<file path="src/design/pdfq_pkg.sv">
// Shared types and codes for the priority drop flow queue.
package pdfq_pkg;

    typedef struct packed {
        logic [15:0] tag;
        logic [15:0] size;
        logic [31:0] pri;
        logic [15:0] flow;
    } entry_t;

    // Scan token handed from cell to cell
    typedef struct packed {
        logic   valid;
        logic   hit;
        entry_t ent;
    } token_t;

    typedef enum logic [1:0] {
        SCAN_MAX  = 2'd0,
        SCAN_MIN  = 2'd1,
        SCAN_FLOW = 2'd2
    } scan_mode_t;

    // Broadcast control from the sequencer to every cell
    typedef struct packed {
        logic       append_en;
        logic       remove_en;
        scan_mode_t mode;
        logic [15:0] key_flow;
        entry_t     new_ent;
    } cell_ctrl_t;

    localparam logic [1:0] KIND_DEQUEUE = 2'd0;
    localparam logic [1:0] KIND_DROP    = 2'd1;
    localparam logic [1:0] KIND_EMPTY   = 2'd2;

    localparam logic       CMD_ENQUEUE = 1'b0;
    localparam logic [23:0] BYTES_MAX  = 24'hFFFFFF;
    localparam logic [23:0] LIMIT_RESET = 24'd36000;

endpackage

</file>
<file path="src/design/pdfq_cell.sv">
// One queue cell: holds an entry, shifts down on removal, relays the scan token.
module pdfq_cell
    import pdfq_pkg::*;
#(
    parameter int IDX_W      = 6,
    parameter int CELL_INDEX = 0
)
(
    input  logic             clk,
    input  logic             rst_n,
    input  cell_ctrl_t       ctrl,
    input  logic [IDX_W-1:0] rm_idx,
    input  logic             prev_valid,
    input  logic             nxt_valid,
    input  entry_t           nxt_ent,
    input  token_t           tok_in,
    input  logic [IDX_W-1:0] tok_idx_in,
    output logic             valid,
    output entry_t           ent,
    output token_t           tok_out,
    output logic [IDX_W-1:0] tok_idx_out
);

    logic             valid_reg;
    entry_t           ent_reg;
    token_t           tok_reg;
    logic [IDX_W-1:0] tok_idx_reg;
    logic             better;
    logic             at_or_after;

    assign at_or_after = IDX_W'(CELL_INDEX) >= rm_idx;

    always_comb
    begin
        case (ctrl.mode)
            SCAN_MAX:  better = !tok_in.hit || (ent_reg.pri >= tok_in.ent.pri);
            SCAN_MIN:  better = !tok_in.hit || (ent_reg.pri < tok_in.ent.pri);
            SCAN_FLOW: better = !tok_in.hit && (ent_reg.flow == ctrl.key_flow);
            default:   better = 1'b0;
        endcase
        better = better && valid_reg;
    end

    always_ff @(posedge clk or negedge rst_n)
    begin
        if (!rst_n)
        begin
            valid_reg <= 1'b0;
            tok_reg   <= '0;
        end
        else
        begin
            if (ctrl.remove_en && at_or_after)
                valid_reg <= nxt_valid;
            else if (ctrl.append_en && !valid_reg && prev_valid)
                valid_reg <= 1'b1;

            if (tok_in.valid && better)
                tok_reg <= '{valid: 1'b1, hit: 1'b1, ent: ent_reg};
            else
                tok_reg <= tok_in;
        end
    end

    always_ff @(posedge clk)
    begin
        if (ctrl.remove_en && at_or_after)
            ent_reg <= nxt_ent;
        else if (ctrl.append_en && !valid_reg && prev_valid)
            ent_reg <= ctrl.new_ent;

        if (tok_in.valid && better)
            tok_idx_reg <= IDX_W'(CELL_INDEX);
        else
            tok_idx_reg <= tok_idx_in;
    end

    assign valid       = valid_reg;
    assign ent         = ent_reg;
    assign tok_out     = tok_reg;
    assign tok_idx_out = tok_idx_reg;

endmodule

</file>
<file path="config.mk">
export PLATFORM = sky130hd
export DESIGN_NAME = pdfq_cell
export DESIGN_NICKNAME = d
export VERILOG_FILES = /design/src/design/pdfq_pkg.sv /design/src/design/pdfq_cell.sv
export SDC_FILE = /design/constraint.sdc
export NUM_CORES = 1
export LEC_CHECK = 0
export ABC_AREA = 1
export BUFFER_PORTS_ARGS = -buffer_cell sky130_fd_sc_hd__buf_4
export CORE_AREA = 2 2 172 174
export CTS_CLUSTER_DIAMETER = 30
export CTS_CLUSTER_SIZE = 16
export DETAILED_ROUTE_END_ITERATION = 8
export DIE_AREA = 0 0 174 176
export PLACE_DENSITY = 0.56
export SLEW_MARGIN = 20
export SYNTH_ARGS = -nofsm -noshare
export SYNTH_HDL_FRONTEND = slang
export SYNTH_SLANG_ARGS = --single-unit
export TNS_END_PERCENT = 10
</file>
<file path="constraint.sdc">
create_clock -name clk -period 2.5 [get_ports clk]
set_input_delay 0.5 -clock clk [delete_from_list [all_inputs] [get_ports clk]]
set_output_delay 0.5 -clock clk [all_outputs]
set_load 0.02 [all_outputs]
</file>
==> results.sh, run 1 <==
export IMPL_syn_to_final_growth_pct=56.6
export IMPL_tns_ns=0
export IMPL_clock_sinks=169
export IMPL_ys_seq_area_share_pct=57.9
export IMPL_setup_ws_ns=0.195
export IMPL_regArea_um2=4600
export IMPL_vdd_drop_max_v=0.000397
export IMPL_final_area_um2=12400
export IMPL_crit_fanout=54
export IMPL_io_buffer_count=446
export IMPL_ys_ff_latch=169
export IMPL_yosys_top_cells_area="edfxtp_1 (30%), dfrtp_1 (26%), nand2_1 (21%), nand3_1 (5.4%), ha_1 (5.0%)"
export IMPL_core_area_um2=28500
export IMPL_htreeDepth=4
export IMPL_fill_cells=2870
export IMPL_track_usage_pct=20.2
export IMPL_syn_area_um2=7940
export IMPL_gp_congestion=0.921
export IMPL_first_pass_iters=5
export IMPL_io_pin_count=447
export IMPL_gr_total_overflow=0
export IMPL_grt_pass1_vias=7674
export IMPL_startpoint_type="register"
export IMPL_die_w_um=174
export IMPL_multi_input_area_um2=2970
export IMPL_cts_hold_fix_buffers=0
export IMPL_drc=0
export IMPL_pre_cts_slack_ns=0.0307
export IMPL_yosysWarnings=0
export IMPL_insertedDiodeCount=0
export IMPL_vias=7683
export IMPL_die_y_um=176
export IMPL_drive_gt1_share_pct=36.9
export IMPL_utilization_pct=43.6
export IMPL_maxCapViolations=0
export IMPL_wl_per_cell_um=18.1
export IMPL_worstSkewPairLatency_ns=0.43
export IMPL_synth_cell_type_count=28
export IMPL_max_freq_mhz=434
export IMPL_dp_cells=1712
export IMPL_slew_violations=0
export IMPL_largest_reg_flops=82
export IMPL_num_rows=62
export IMPL_ant_nets=0
export IMPL_dieArea_um2=30600
export IMPL_p_leak_nw=6.49
export IMPL_cts_tree="yes"
export IMPL_hold_class="input pin to async pin"
export IMPL_skew_ns=0.0162
export IMPL_end_kind="register"
export IMPL_dpl_cell_area_um2=11900
export IMPL_p_per_area_nw_per_um2=569
export IMPL_clk_pin_slew_ns=0.07
export IMPL_grt_max_degree=61
export IMPL_synth_top_cell_area_share_pct=30.3
export IMPL_required_ns=2.86
export IMPL_critPathKind="register to register"
export IMPL_nets=1657
export IMPL_slew_headroom_pct=63.6
export IMPL_finalSetupViolCount=0
export IMPL_numCtsBuffers=17
export IMPL_worst_slew_pin_slew_ns=0.546
export IMPL_syn_num_nets=1218
export IMPL_period_needed_ns=2.30
export IMPL_antenna_found_initial=0
export IMPL_initial_utilization_pct=27.8
export IMPL_timing_hold_violations_final=0
export IMPL_drt_wl_total_um=31500
export IMPL_grt_setup_unrepaired="no"
export IMPL_clockBufferDepth=2
export IMPL_final_cells=1744
export IMPL_yosysTopAreaCell="edfxtp_1"
export IMPL_crit_arrival_ns=2.66
export IMPL_hpwl_um=24900
export IMPL_initialDrtViolationCount=419
export IMPL_cts_root_buf="clkbuf_16"
export IMPL_syn_avg_cell_area_um2=8.74
export IMPL_grt_pass1_wl_um=46500
export IMPL_syn_inst=908
export IMPL_finalCritPeriodShare_pct=92.2
export IMPL_outcome="complete, no violations"
export IMPL_viasPerCell=4.41
routing by layer:
| layer | global-route usage, % | wire [um] |
|---|---|---|
| met3 | 4.22 | 1840 |
| met1 | 25.6 | 13000 |
| met2 | 34.7 | 15900 |
| met5 | 0 | 0 |
| met4 | 6.34 | 737 |
critical path, cell delays in order, from the launching register on:
cell      delay (ns)
edfxtp_1        0.44
ha_1            0.33
nand2_1         0.07
nor2_1          0.14
nand2_1         0.10
nor2_1          0.21
nand2_1         0.10
nand3_1         0.08
nand2_1         0.09
nand2_4         0.11
buf_12          0.24
nand3_1         0.16
nand2_1         0.10
power breakdown:
part           leakage, nW  switching [mW]  internal, mW
logic                 4.46           0.680         0.621
registers             1.76          0.0718          3.07
clock network        0.275            1.22          1.40
area by class of cell:
class | instances | share of cell area, %
flip-flops and latches | 169 | 37.0
multi-input cells | 640 | 23.9
clock inverters | 14 | 1.11
repair buffers | 463 | 29.0
well taps | 384 | 3.86
inverters | 56 | 1.74
clock buffers | 18 | 3.45
cells by family after synthesis:
family | share of synthesized area (%)
fa+ha+maj | 5.04
compound gates | 2.76
xor+xnor | 0.662
simple gates | 28.3
flops | 57.9
buf+inv | 5.33
cells in the final DEF, fill, tap and decap left out, types with 2 or more instances in the layout:
master and instances:
a21boi_0 6, a21oi_1 16, buf_12 10, buf_4 453
clkbuf_16 17, clkinv_1 2, clkinv_4 3, clkinvlp_4 2
dfrtp_1 83, dfxtp_1 6, edfxtp_1 80, ha_1 32
inv_1 53, inv_6 5, inv_8 2, nand2_1 453
nand2_4 3, nand3_1 85, nand4_1 3, nor2_1 19
o21a_1 2, o21ai_0 3, o21ai_1 2, o22ai_1 3
xnor2_1 5
worst paths after layout:
kind | from | endpoint | slack [ns] | cells after the start
max | ent[47] | tok_out[8] | 0.20 | 12
min | rst_n | tok_out[32] | 0.04 | 1
max reg2reg | ent[47] | tok_out[8] | 0.20 | 12
min reg2reg | ent[55] | tok_out[55] | 0.50 | 2
max in group asynchronous | rst_n | tok_out[56] | 1.87 | 2
min in group clk | tok_in[81] | tok_out[81] | 0.21 | 1
synthesized netlist by cell type (all sizes together):
cell / count
nand2: 456
nand3: 85
dfrtp: 83
edfxtp: 80
inv: 56
ha: 32
buf: 23
clkbuf: 20
nor2: 19
a21oi: 18
a21boi: 6
dfxtp: 6
o21ai: 5
xnor2: 5
nand4: 3
o22ai: 3
o21a: 2
a21o: 1
a31oi: 1
nor3b: 1
nor4: 1
o211ai: 1
xor2: 1
per-stage QoR:
step | hold WS [ns] | power [mW]
after floorplan | 0.204 | 3.72
after global routing | 0.0501 | 7.38
after CTS | 0.0456 | 7.17
final | 0.0428 | 7.07
after global placement | 0.487 | 4.51
after detailed placement | 0.496 | 4.52
repair_timing:
action	4_1_cts	5_1_grt
resized for setup	0	1
endpoints found under the setup margin	0	21
buffers inserted	0	0
No activity file was read; power rests on OpenSTA's default activity.
==> run 2: changes to the inputs <==
Settings changed: CELL_PAD_IN_SITES_DETAIL_PLACEMENT set to 0, CELL_PAD_IN_SITES_GLOBAL_PLACEMENT set to 2, CORE_AREA 2 2 172 174 to not set, CORE_MARGIN set to 2, CORE_UTILIZATION set to 22, DIE_AREA 0 0 174 176 to not set, PLACE_DENSITY 0.56 to 0.78.
==> run 2 against run 1 <==
Compared with the run above:
- hold slack improved by 0.021 ns
- sequential power barely moved
- critical path type unchanged
- fmax fell by 2.0%
- sequential share of layout area fell by 1.2 points
- first-iteration DRC count fell by 21%
==> results.sh, run 2 (synthesis results as in run 1) <==
export IMPL_critPathKind="register to register"
export IMPL_crit_arrival_ns=2.70
export IMPL_slew_headroom_pct=63.4
export IMPL_maxCapViolations=0
export IMPL_layout_commonest_cell="buf_4"
export IMPL_io_pin_count=447
export IMPL_nets=1670
export IMPL_grt_setup_unrepaired="no"
export IMPL_outcome="complete, no violations"
export IMPL_slew_violations=0
export IMPL_max_freq_mhz=425
export IMPL_multi_input_area_um2=3060
export IMPL_first_pass_iters=5
export IMPL_final_cells=1836
export IMPL_core_area_um2=35600
export IMPL_skew_ns=0.0103
export IMPL_initial_utilization_pct=22.3
export IMPL_fill_cells=3717
export IMPL_worstSkewPairLatency_ns=0.45
export IMPL_track_usage_pct=17.2
export IMPL_drive_gt1_share_pct=38.1
export IMPL_io_buffer_count=446
export IMPL_drc=0
export IMPL_dp_cells=1789
export IMPL_setup_ws_ns=0.148
export IMPL_die_w_um=194
export IMPL_vias=7725
export IMPL_cts_root_buf="clkbuf_16"
export IMPL_final_cell_mix="buf_4 (455), nand2_1 (452), nand3_1 (85)"
export IMPL_pre_cts_slack_ns=-0.0684
export IMPL_period_needed_ns=2.35
export IMPL_finalSetupViolCount=0
export IMPL_wl_per_cell_um=18.7
export IMPL_antenna_found_initial=2
export IMPL_clk_pin_slew_ns=0.07
export IMPL_gp_congestion=0.833
export IMPL_p_leak_nw=6.60
export IMPL_grt_max_degree=84
export IMPL_regArea_um2=4600
export IMPL_numCtsBuffers=17
export IMPL_end_kind="register"
export IMPL_num_rows=69
export IMPL_clockBufferDepth=2
export IMPL_worst_slew_pin_slew_ns=0.549
export IMPL_viasPerCell=4.21
export IMPL_clock_sinks=169
export IMPL_ant_nets=0
export IMPL_timing_hold_violations_final=0
export IMPL_crit_fanout=15
export IMPL_grt_pass1_vias=7681
export IMPL_htreeDepth=4
export IMPL_drt_wl_total_um=34300
export IMPL_die_y_um=194
export IMPL_required_ns=2.84
export IMPL_grt_pass1_wl_um=48500
export IMPL_p_per_area_nw_per_um2=551
export IMPL_gr_total_overflow=0
export IMPL_tns_ns=0
export IMPL_vdd_drop_max_v=0.000461
export IMPL_largest_reg_flops=82
export IMPL_cts_hold_fix_buffers=0
export IMPL_cts_tree="yes"
export IMPL_startpoint_type="register"
export IMPL_hold_class="input pin to async pin"
export IMPL_dieArea_um2=37600
export IMPL_finalCritPeriodShare_pct=94.1
export IMPL_syn_to_final_growth_pct=61.7
export IMPL_hpwl_um=25100
export IMPL_initialDrtViolationCount=330
## run 2: metal layers
metal  wire length, um  track usage [%]  up-vias
met2             17400             29.1      250
met3              1650             3.72       51
met1             14200             20.9     3616
li1                  -                -     3808
met4              1110             7.74        0
met5                 0                0        -
## run 2: layout make-up
class | count | share of cell area [%]
antenna | 2 | 0.0390
multi-input combinational | 641 | 23.8
timing repair buffer | 475 | 29.9
inverter | 56 | 1.69
clock inverter | 12 | 0.711
clock buffer | 20 | 3.56
sequential | 169 | 35.8
tap | 461 | 4.49
## run 2: report_power, final
group          leakage, nW  total, mW  switching (mW)  internal (mW)
combinational         4.58       1.36           0.699          0.664
clock                0.260       2.57            1.23           1.34
sequential            1.76       3.14          0.0702           3.07
## run 2: final timing paths
kind	startpoint	to	slack [ns]	depth (start not counted)
max	ent[39]	tok_out[73]	0.15	13
min	rst_n	tok_out[35]	0.06	2
max reg2reg	ent[39]	tok_out[73]	0.15	13
min reg2reg	ent[67]	tok_out[67]	0.51	2
max in group asynchronous	rst_n	tok_out[79]	1.99	2
min in group clk	tok_in[81]	tok_out[81]	0.19	1
## run 2: timing repair
item,4_1_cts,5_1_grt
buffers inserted,0,5
setup endpoints to repair,0,87
gates resized for setup,0,12
## run 2: stage by stage
stage | cell area [um2] | total power [mW] | hold WS (ns) | utilization, %
after global routing | 12800 | 7.39 | 0.105 | 36.1
after CTS | 12500 | 7.12 | 0.105 | 35.3
after global placement | 12000 | 4.51 | 0.486 | 33.7
after floorplan | 7980 | 3.72 | 0.204 | -
after detailed placement | 12000 | 4.52 | 0.495 | 33.7
final | 12800 | 7.07 | 0.0639 | 36.1
## run 2: critical path, cell delays in order, from the launching register on
cell       delay [ns]
edfxtp_1         0.46
ha_4             0.30
nand2_1          0.08
nor2_2           0.12
nand4_1          0.18
nor2_4           0.21
nand2_1          0.09
nand3_1          0.08
nand2_2          0.09
nand2_8          0.14
nand2_8          0.12
clkbuf_16        0.23
nand2_1          0.08
nand2_1          0.05
